### config.mk
export PLATFORM = sky130hd
export DESIGN_NAME = qph_ctrl_flat
export DESIGN_NICKNAME = d
export VERILOG_FILES = /design/src/rtl/qph_pkg.sv /design/src/rtl/qph_req_if.sv /design/src/rtl/qph_rsp_if.sv /design/src/rtl/qph_ctrl.sv /design/src/flat_wrapper.sv
export SDC_FILE = /design/constraint.sdc
export NUM_CORES = 1
export LEC_CHECK = 0
export BUFFER_PORTS_ARGS = -buffer_cell sky130_fd_sc_hd__buf_4
export CAP_MARGIN = 5
export CORE_MARGIN = 1.5
export CORE_UTILIZATION = 55
export CTS_BUF_LIST = sky130_fd_sc_hd__clkbuf_4
export DETAILED_ROUTE_END_ITERATION = 8
export GPL_TIMING_DRIVEN = 0
export PLACE_DENSITY = 0.9
export SLEW_MARGIN = 20
export SYNTH_ARGS = -nofsm -noshare
export SYNTH_HDL_FRONTEND = slang
export SYNTH_SLANG_ARGS = --single-unit
### constraint.sdc
create_clock -name clk_i -period 3.4 [get_ports clk_i]
set_input_delay 0 -clock clk_i [delete_from_list [all_inputs] [get_ports clk_i]]
set_output_delay 0 -clock clk_i [all_outputs]
set_load 0.03 [all_outputs]
### src/rtl/qph_pkg.sv
package qph_pkg;

  localparam int TableSize = 1024;
  localparam int AddrW     = $clog2(TableSize);
  localparam int CntW      = AddrW + 1;
  localparam int KeyW      = 31;
  localparam int OpW       = 2;
  localparam int StW       = 2;
  localparam int MarkW     = 2;

  localparam logic [OpW-1:0] OpInsert = 2'd0;
  localparam logic [OpW-1:0] OpSearch = 2'd1;
  localparam logic [OpW-1:0] OpDelete = 2'd2;

  localparam logic [StW-1:0] StOk      = 2'd0;
  localparam logic [StW-1:0] StMissing = 2'd1;
  localparam logic [StW-1:0] StFull    = 2'd2;

  localparam logic [MarkW-1:0] MarkEmpty = 2'd0;
  localparam logic [MarkW-1:0] MarkUsed  = 2'd1;
  localparam logic [MarkW-1:0] MarkGone  = 2'd2;

  localparam int ProbeLin  = 7;
  localparam int ProbeQuad = 13;
  localparam logic [AddrW-1:0] FirstStep = AddrW'(ProbeLin + ProbeQuad);
  localparam logic [AddrW-1:0] StepInc   = AddrW'(2 * ProbeQuad);

  localparam logic [CntW-1:0] FillReset = 11'd972;

  typedef struct packed {
    logic [MarkW-1:0] mark;
    logic [KeyW-1:0]  key;
  } entry_t;

  typedef struct packed {
    logic             we;
    logic [AddrW-1:0] waddr;
    entry_t           wdata;
    logic [AddrW-1:0] raddr;
  } tbl_req_t;

endpackage

### src/rtl/qph_req_if.sv
interface qph_req_if;
  import qph_pkg::*;
  logic            valid;
  logic            ready;
  logic [OpW-1:0]  opcode;
  logic [KeyW-1:0] key;
  modport source (output valid, opcode, key, input ready);
  modport sink   (input valid, opcode, key, output ready);
endinterface

### src/rtl/qph_rsp_if.sv
interface qph_rsp_if;
  import qph_pkg::*;
  logic             valid;
  logic             ready;
  logic [StW-1:0]   status;
  logic [AddrW-1:0] slot;
  logic [CntW-1:0]  probes;
  modport source (output valid, status, slot, probes, input ready);
  modport sink   (input valid, status, slot, probes, output ready);
endinterface

### src/rtl/qph_ctrl.sv
module qph_ctrl
  import qph_pkg::*;
(
  input  logic            clk_i,
  input  logic            rst_ni,
  input  logic [CntW-1:0] fill_limit_i,
  qph_req_if.sink         req,
  qph_rsp_if.source       rsp,
  output tbl_req_t        tbl_o,
  input  entry_t          rdata_i
);

  typedef enum logic [1:0] {
    S_CLEAR,
    S_IDLE,
    S_PROBE,
    S_FINISH
  } state_e;

  state_e           state_q, state_d;
  logic [AddrW-1:0] clr_q, clr_d;
  logic [AddrW-1:0] pos_q, pos_d;
  logic [AddrW-1:0] step_q, step_d;
  logic [CntW-1:0]  cnt_q, cnt_d;
  logic [CntW-1:0]  occ_q, occ_d;
  logic [OpW-1:0]   op_q, op_d;
  logic [KeyW-1:0]  key_q, key_d;
  logic [StW-1:0]   res_st_q, res_st_d;
  logic [AddrW-1:0] res_slot_q, res_slot_d;
  logic [CntW-1:0]  res_cnt_q, res_cnt_d;
  logic             out_vld_q, out_vld_d;
  logic [StW-1:0]   out_st_q, out_st_d;
  logic [AddrW-1:0] out_slot_q, out_slot_d;
  logic [CntW-1:0]  out_cnt_q, out_cnt_d;

  logic accept, is_used, is_match, term, success, last;

  assign req.ready  = (state_q == S_IDLE);
  assign accept     = req.valid && req.ready;
  assign rsp.valid  = out_vld_q;
  assign rsp.status = out_st_q;
  assign rsp.slot   = out_slot_q;
  assign rsp.probes = out_cnt_q;

  assign is_used  = (rdata_i.mark == MarkUsed);
  assign is_match = is_used && (rdata_i.key == key_q);
  assign last     = (cnt_q == CntW'(TableSize));

  always_comb begin
    if (op_q == OpInsert) begin
      term    = !is_used;
      success = !is_used;
    end else begin
      term    = is_match || (rdata_i.mark == MarkEmpty);
      success = is_match;
    end
  end

  always_comb begin
    state_d    = state_q;
    clr_d      = clr_q;
    pos_d      = pos_q;
    step_d     = step_q;
    cnt_d      = cnt_q;
    occ_d      = occ_q;
    op_d       = op_q;
    key_d      = key_q;
    res_st_d   = res_st_q;
    res_slot_d = res_slot_q;
    res_cnt_d  = res_cnt_q;
    out_vld_d  = out_vld_q && !rsp.ready;
    out_st_d   = out_st_q;
    out_slot_d = out_slot_q;
    out_cnt_d  = out_cnt_q;

    tbl_o.we    = 1'b0;
    tbl_o.waddr = pos_q;
    tbl_o.wdata = '{mark: MarkUsed, key: key_q};
    tbl_o.raddr = pos_q + step_q;

    unique case (state_q)
      S_CLEAR: begin
        tbl_o.we    = 1'b1;
        tbl_o.waddr = clr_q;
        tbl_o.wdata = '{mark: MarkEmpty, key: '0};
        clr_d       = clr_q + 1'b1;
        if (clr_q == AddrW'(TableSize - 1)) begin
          state_d = S_IDLE;
        end
      end
      S_IDLE: begin
        tbl_o.raddr = req.key[AddrW-1:0];
        if (accept) begin
          op_d   = req.opcode;
          key_d  = req.key;
          pos_d  = req.key[AddrW-1:0];
          step_d = FirstStep;
          cnt_d  = CntW'(1);
          if (req.opcode == OpInsert && occ_q >= fill_limit_i) begin
            res_st_d   = StFull;
            res_slot_d = '0;
            res_cnt_d  = '0;
            state_d    = S_FINISH;
          end else if (req.opcode == OpInsert || req.opcode == OpSearch ||
                       req.opcode == OpDelete) begin
            state_d = S_PROBE;
          end else begin
            res_st_d   = StMissing;
            res_slot_d = '0;
            res_cnt_d  = '0;
            state_d    = S_FINISH;
          end
        end
      end
      S_PROBE: begin
        if (term || last) begin
          res_cnt_d = cnt_q;
          state_d   = S_FINISH;
          if (success) begin
            res_st_d   = StOk;
            res_slot_d = pos_q;
            if (op_q == OpInsert) begin
              tbl_o.we = 1'b1;
              occ_d    = occ_q + 1'b1;
            end else if (op_q == OpDelete) begin
              tbl_o.we    = 1'b1;
              tbl_o.wdata = '{mark: MarkGone, key: rdata_i.key};
              if (occ_q != '0) begin
                occ_d = occ_q - 1'b1;
              end
            end
          end else begin
            res_st_d   = (op_q == OpInsert) ? StFull : StMissing;
            res_slot_d = '0;
          end
        end else begin
          pos_d  = pos_q + step_q;
          step_d = step_q + StepInc;
          cnt_d  = cnt_q + 1'b1;
        end
      end
      S_FINISH: begin
        if (!out_vld_q || rsp.ready) begin
          out_vld_d  = 1'b1;
          out_st_d   = res_st_q;
          out_slot_d = res_slot_q;
          out_cnt_d  = res_cnt_q;
          state_d    = S_IDLE;
        end
      end
      default: state_d = S_IDLE;
    endcase
  end

  always_ff @(posedge clk_i or negedge rst_ni) begin
    if (!rst_ni) begin
      state_q    <= S_CLEAR;
      clr_q      <= '0;
      pos_q      <= '0;
      step_q     <= '0;
      cnt_q      <= '0;
      occ_q      <= '0;
      op_q       <= '0;
      key_q      <= '0;
      res_st_q   <= '0;
      res_slot_q <= '0;
      res_cnt_q  <= '0;
      out_vld_q  <= 1'b0;
      out_st_q   <= '0;
      out_slot_q <= '0;
      out_cnt_q  <= '0;
    end else begin
      state_q    <= state_d;
      clr_q      <= clr_d;
      pos_q      <= pos_d;
      step_q     <= step_d;
      cnt_q      <= cnt_d;
      occ_q      <= occ_d;
      op_q       <= op_d;
      key_q      <= key_d;
      res_st_q   <= res_st_d;
      res_slot_q <= res_slot_d;
      res_cnt_q  <= res_cnt_d;
      out_vld_q  <= out_vld_d;
      out_st_q   <= out_st_d;
      out_slot_q <= out_slot_d;
      out_cnt_q  <= out_cnt_d;
    end
  end

endmodule

### src/flat_wrapper.sv
// flat-port wrapper written by rule: the top's interface ports become plain ports
module qph_ctrl_flat import qph_pkg::*;
  (clk_i, rst_ni, fill_limit_i, tbl_o, rdata_i, req_valid, req_opcode, req_key, req_ready, rsp_valid, rsp_status, rsp_slot, rsp_probes, rsp_ready);
  qph_req_if req_i ();
  qph_rsp_if rsp_i ();
  input  logic clk_i;
  input  logic rst_ni;
  input  logic [CntW-1:0] fill_limit_i;
  output tbl_req_t tbl_o;
  input  entry_t rdata_i;
  input wire logic [$bits(req_i.valid)-1:0] req_valid;
  input wire logic [$bits(req_i.opcode)-1:0] req_opcode;
  input wire logic [$bits(req_i.key)-1:0] req_key;
  output wire logic [$bits(req_i.ready)-1:0] req_ready;
  output wire logic [$bits(rsp_i.valid)-1:0] rsp_valid;
  output wire logic [$bits(rsp_i.status)-1:0] rsp_status;
  output wire logic [$bits(rsp_i.slot)-1:0] rsp_slot;
  output wire logic [$bits(rsp_i.probes)-1:0] rsp_probes;
  input wire logic [$bits(rsp_i.ready)-1:0] rsp_ready;
  assign req_i.valid = req_valid;
  assign req_i.opcode = req_opcode;
  assign req_i.key = req_key;
  assign req_ready = req_i.ready;
  assign rsp_valid = rsp_i.valid;
  assign rsp_status = rsp_i.status;
  assign rsp_slot = rsp_i.slot;
  assign rsp_probes = rsp_i.probes;
  assign rsp_i.ready = rsp_ready;
  qph_ctrl u_core (.clk_i(clk_i), .rst_ni(rst_ni), .fill_limit_i(fill_limit_i), .req(req_i), .rsp(rsp_i), .tbl_o(tbl_o), .rdata_i(rdata_i));
endmodule
After elaboration in Yosys (flattened, before gate mapping). Index checks and enable logic that the tools add are counted.

Bits in registers: 134. Latch bits: 0. Bits in writable memories: 0. ROM bits: 0. Input bits: 81. Output and inout port bits: 79. Memories kept: 0.

Add/subtract/negate cells: 6. Multiply operators: 0. Div/mod/pow operators: 0. Order comparisons: 1. Equality and inequality tests: 16. Shifts and indexed selects: 0. Muxes and demuxes: 53. Bitwise gates (word level): 0. Reduce and logical (&&, ||, !) cells: 26.

Operators by type and width (number): 33-bit 2-to-1 mux (4); 10-bit 2-to-1 mux (11); 11-bit 2-to-1 mux (9); 33-bit one-hot mux with 2 select lines (1); 10-bit one-hot mux with 2 select lines (3); 11-bit one-hot mux with 2 select lines (2); 31-bit equality test (1); 11-bit by 1-bit adder with 11-bit output (second input constant) (2); 2-bit 2-to-1 mux (11); 11-bit equality test (second input constant) (1); 11-bit >= comparator (1); 11-bit nonzero test (1); 11-bit by 1-bit subtractor with 11-bit output (second input constant) (1); 10-bit by 1-bit adder with 10-bit output (second input constant) (1); 10-bit adder (1); 10-bit by 5-bit adder with 10-bit output (second input constant) (1); 10-bit equality test (second input constant) (1); 1-bit 2-to-1 mux (9); 2-bit equality test (second input constant) (4); 2-bit zero test (4); 2-bit one-hot mux with 4 select lines (1); 4-bit AND reduction (2); 2-bit by 1-bit equality test with 1-bit output (second input constant) (3); 2-bit by 1-bit inequality test with 1-bit output (second input constant) (3); 11 further kinds (24).

Logic depth before layout (Yosys ltp).
Depth after elaboration: 7. Depth in mapped cells: 10. Gate-level depth less buffers: 10.

Worst setup path before layout. No wires, ideal clock.

Path kind: register to output. Start: reg u_core.step_q[2]. End: out tbl_o[9] (netlist name). Arrival: 2.535 ns. Data required time: 3.400 ns. Setup slack: 0.865 ns. Stages on the path, launching flop included: 9. Path buffers: 0. Path through: dfrtp_1 > ha_1 > a211oi_1 > o21ai_0 > a31oi_1 > o21bai_1 > xnor2_1 > xor2_1 > o21ai_0.

RTL lines: start, declared (line qph_ctrl.sv:23) `logic [AddrW-1:0] step_q, step_d;`; start signal, assigned (line qph_ctrl.sv:176) `step_q <= step_d;`; end, declared (line flat_wrapper.sv:9) `output tbl_req_t tbl_o;`.

==> summary.md <==
| Metric | Value |
|---|---|
| Pre-CTS WS | `608.3 ps` |
| Routed wl met3 | `1562 um` |
| Fin Clk Skew | `18.78 ps` |
| Max incr delay on CP | `470 ps` |
| Sum of buffers and inverters on the critical path | `1` |
| Adder-Cell Fraction of Synth Area | `6.349%` |
| Total GRT Usage | `29.42%` |
| WL met1 | `7779 um` |
| Mux share of post-synthesis cell area | `12.68%` |
| Reg2reg path depth | `10` |
| Power Total | `9.640 mW` |
| Initial antenna violation count | `0` |
| CP Class | `reg2out` |
| Async SR Flop Fraction | `100.0%` |
| DR vias | `6,423` |
| Synthesis-to-layout area growth | `29.20%` |
| Sequential Power Share | `27.5%` |
| Die X | `119.1 um` |
| Pwr dens | `1007 mW/mm2` |
| Routed len/inst | `17.81 um` |
| CTS sink cnt | `133` |
| Comb power frac | `62.3%` |
| Worst hold start | `req_key[14]` |
| Count of cell types in the netlist | `58` |
| WL final | `20,050 um` |
| Ports | `160` |
| Starting Density | `56.18%` |
| Final critical-path share of the clock period | `92.24%` |
| Die Span Y | `119.1 um` |
| Int Power | `4.936 mW` |
| Initial drt markers | `491` |
| Top cell type by total area after synthesis | `dfrtp_1` |
| CTS Buf Count | `17` |
| Mapped Area | `0.007410 mm2` |
| Clk Tree Root Cell | `clkbuf_4` |
| Reg clk slew, reported paths | `120 ps` |
| Worst R2R Setup Slack | `560 ps` |
| Die footprint | `0.01418 mm2` |
| Crit path top cell by count | `o21ai_0` |
| Antenna viol nets, final | `0` |
| Worst setup margin | `263.8 ps` |
| Ys flop type | `dfrtp_1` |
| First drt pass iteration count | `9` |
| Sw Pwr | `4.704 mW` |
| Net Count, Synth | `832` |
| Final HPWL DP | `13,960 um` |
| Post-layout util | `72.58%` |
| Main combinational cell family by area after synthesis | `simple AND/OR/NAND/NOR gates` |
| Top-area cell type share of the netlist area | `44.92%` |
| Synth warn | `0` |
| Largest net degree at the start of global routing | `68` |
| Worst Max-Slew Pin Slew | `645.8 ps` |
| CP startpoint kind | `flip-flop` |
| Compound-Gate Fraction of Synth Area | `11.45%` |
| Most common cell in the netlist | `dfrtp_1` |
| H-tree levels | `4` |
| FMAX | `0.3189 GHz` |
| Number of synthesized register bits | `133` |
| Slew Viols, Final | `0` |
| Post-route DRC | `2` |
| Uppermost layer routed | `met4` |
| Sequential area share after synthesis | `44.92%` |
| CP arrival | `3140 ps` |
| CP Launch Point | `u_core.pos_q[2]` |
| Post-DR vias/cell | `5.704` |
| Worst skew pair latency | `580 ps` |
| Number of global-route vias before repair | `6,544` |
| Worst hold path class | `in2reg` |
| Slowest CP cell | `dfrtp_1` |
| Final Hold Fails | `0` |
| Status | `finished with violations` |
| Cells after Synth | `714` |
| Crit path depth | `9` |
| WP data required | `3400 ps` |
| Post-synth top cells | `133 x dfrtp_1, 68 x nand2_1, 66 x mux2_2, 48 x o21ai_0, 39 x inv_1` |
| Worst-path cell chain | `ha_1 > a211oi_2 > o21ai_0 > a31oi_1 > o21bai_1 > xnor2_1 > xor2_1 > o21ai_0 > buf_4` |
| Share of layout cells above drive strength 1 | `28.95%` |
| Final setup viols | `0` |
| Largest cells by area after synthesis | `dfrtp_1 45%, mux2_2 10%, ha_1 6.1%` |
| Syn avg cell area | `10.38 um2` |
| Worst path top cell family by delay | `compound AO/OA/AOI/OAI gates` |
| Layout net count | `1,055` |
| Met2 routed wirelength | `10,020 um` |
| TritonCTS clock tree | `built` |
| Post-synth EDFFs | `0` |
| Clock tree buffer depth | `2` |
| Reg-to-Reg Start | `u_core.op_q[0]` |
| Violated checks | `DRC` |
| Simple-gate share of the synthesized area | `14.12%` |
| FP Rows | `42` |
| Port Buffers | `159` |
| RD Place Congestion | `0.8857` |
| VDD IR-drop max | `0.0006319 V` |
| Leakage power | `4.529 nW` |
| Final worst path period need | `3136 ps` |
| Critical path peak fanout | `4` |
| CP endpoint kind | `output port` |
| MaxCap Viol Count | `0` |
| Gr ovfl total | `0` |
| Std-Cell Core Area | `0.01319 mm2` |
| Rel. slew slack | `56.95%` |
| Clock power frac | `10.2%` |
| # diodes | `0` |
| Switching share of power | `48.80%` |
| Setup_tns | `0 ps` |
| Post-Synth XOR/XNOR Area | `6.856%` |
| Unrepaired setup endpoints after global routing | `no` |
| Hold Crit Depth | `3` |
| First-pass GRT wire length | `32,620 um` |
-- sequential cells by signal, summed over array words and instances (netlist names), 11 cells and up --
signal and count:
u_core.occ_q 11, u_core.res_cnt_q 11, u_core.rsp.probes 11, u_core.cnt_q 11, u_core.key_q 31
-- layer usage --
layer  GRT usage [%]  vias to the layer above
li1                -                     2967
met1           34.97                     3071
met2           50.04                      310
met3           8.190                       75
met4           12.58                        0
met5               0                        -
-- layout by cell type, fill, tap and decap left out, drive strengths merged, types with 5 or more instances in the layout --
cell,netlist,routed
o21ai,49,49
mux2i,14,14
nand4,8,8
nor2,20,20
clkbuf,16,35
nand2b,5,5
nor4,10,10
clkinv,0,6
dlygate4sd3,0,43
or3,14,14
mux2,71,71
xnor2,20,20
o21bai,6,6
nor3,12,12
o211ai,7,7
ha,36,36
nand3,15,15
a21oi,25,25
nand2,68,68
a22o,11,11
buf,11,172
a211oi,5,5
inv,40,42
dfrtp,133,133
xor2,38,38
and2,33,33
-- worst register-to-register path, stage by stage, from the launching register on --
cell	delay [ps]
dfrtp_1	420
nor2_2	280
inv_1	300
fa_1	520
a21oi_1	200
o211ai_1	180
o211a_1	260
o21a_1	180
o21a_1	180
o21ai_2	140
xnor2_1	120
-- per-stage QoR --
step                area, um2  instances  hold slack, ps
floorplan                7410        714          -295.6
global placement         8823       1049           232.0
detailed placement       8859       1050          -20.93
CTS                      9568       1126           160.8
global route             9573       1126           175.3
finish                   9573       1126           188.4
-- path summary, 6_finish.rpt --
kind | endpoint
worst min-delay path | u_core.key_q[14]
worst min register to register | u_core.rsp.slot[6]
worst max-delay path | tbl_o[9]
min in group asynchronous | u_core.rsp.probes[3]
worst max register to register | u_core.occ_q[10]
max in group asynchronous | u_core.key_q[27]
-- layout make-up --
class	count	area [um2]
fillers	938	3617
multi-input cells	514	3817
clock buffers	19	142.6
inverters	40	150.1
clock inverters	13	108.9
plain buffers	27	118.9
repair buffers	204	1687
flip-flops and latches	133	3328
well taps	176	220.2
-- what timing repair did --
item                                   in CTS  in global routing
hold buffers                               44                  0
endpoints found under the hold margin     180                  0
buffers inserted                            0                  0
setup endpoints to repair                   0                  1
resized for setup                           0                  1
-- logic make-up after synthesis --
group                      after synthesis
buffers and inverters                   67
adders and majority gates               37
and+or+nand+nor                        204
DFF                                    133
muxes                                   85
AOI/OAI and AO/OA                      130
xor gates and xnor gates                58
-- power groups by stage --
stage               Clock, mW  Sequential (mW)  Combinational, mW
floorplan                   0             2.61               3.97
global placement            0             2.62               5.61
detailed placement          0             2.65               5.77
CTS                      1.01             2.62               5.90
global route             1.08             2.72               6.45
finish                  0.986             2.65               6.00
Power figures use the tool's default switching activity.
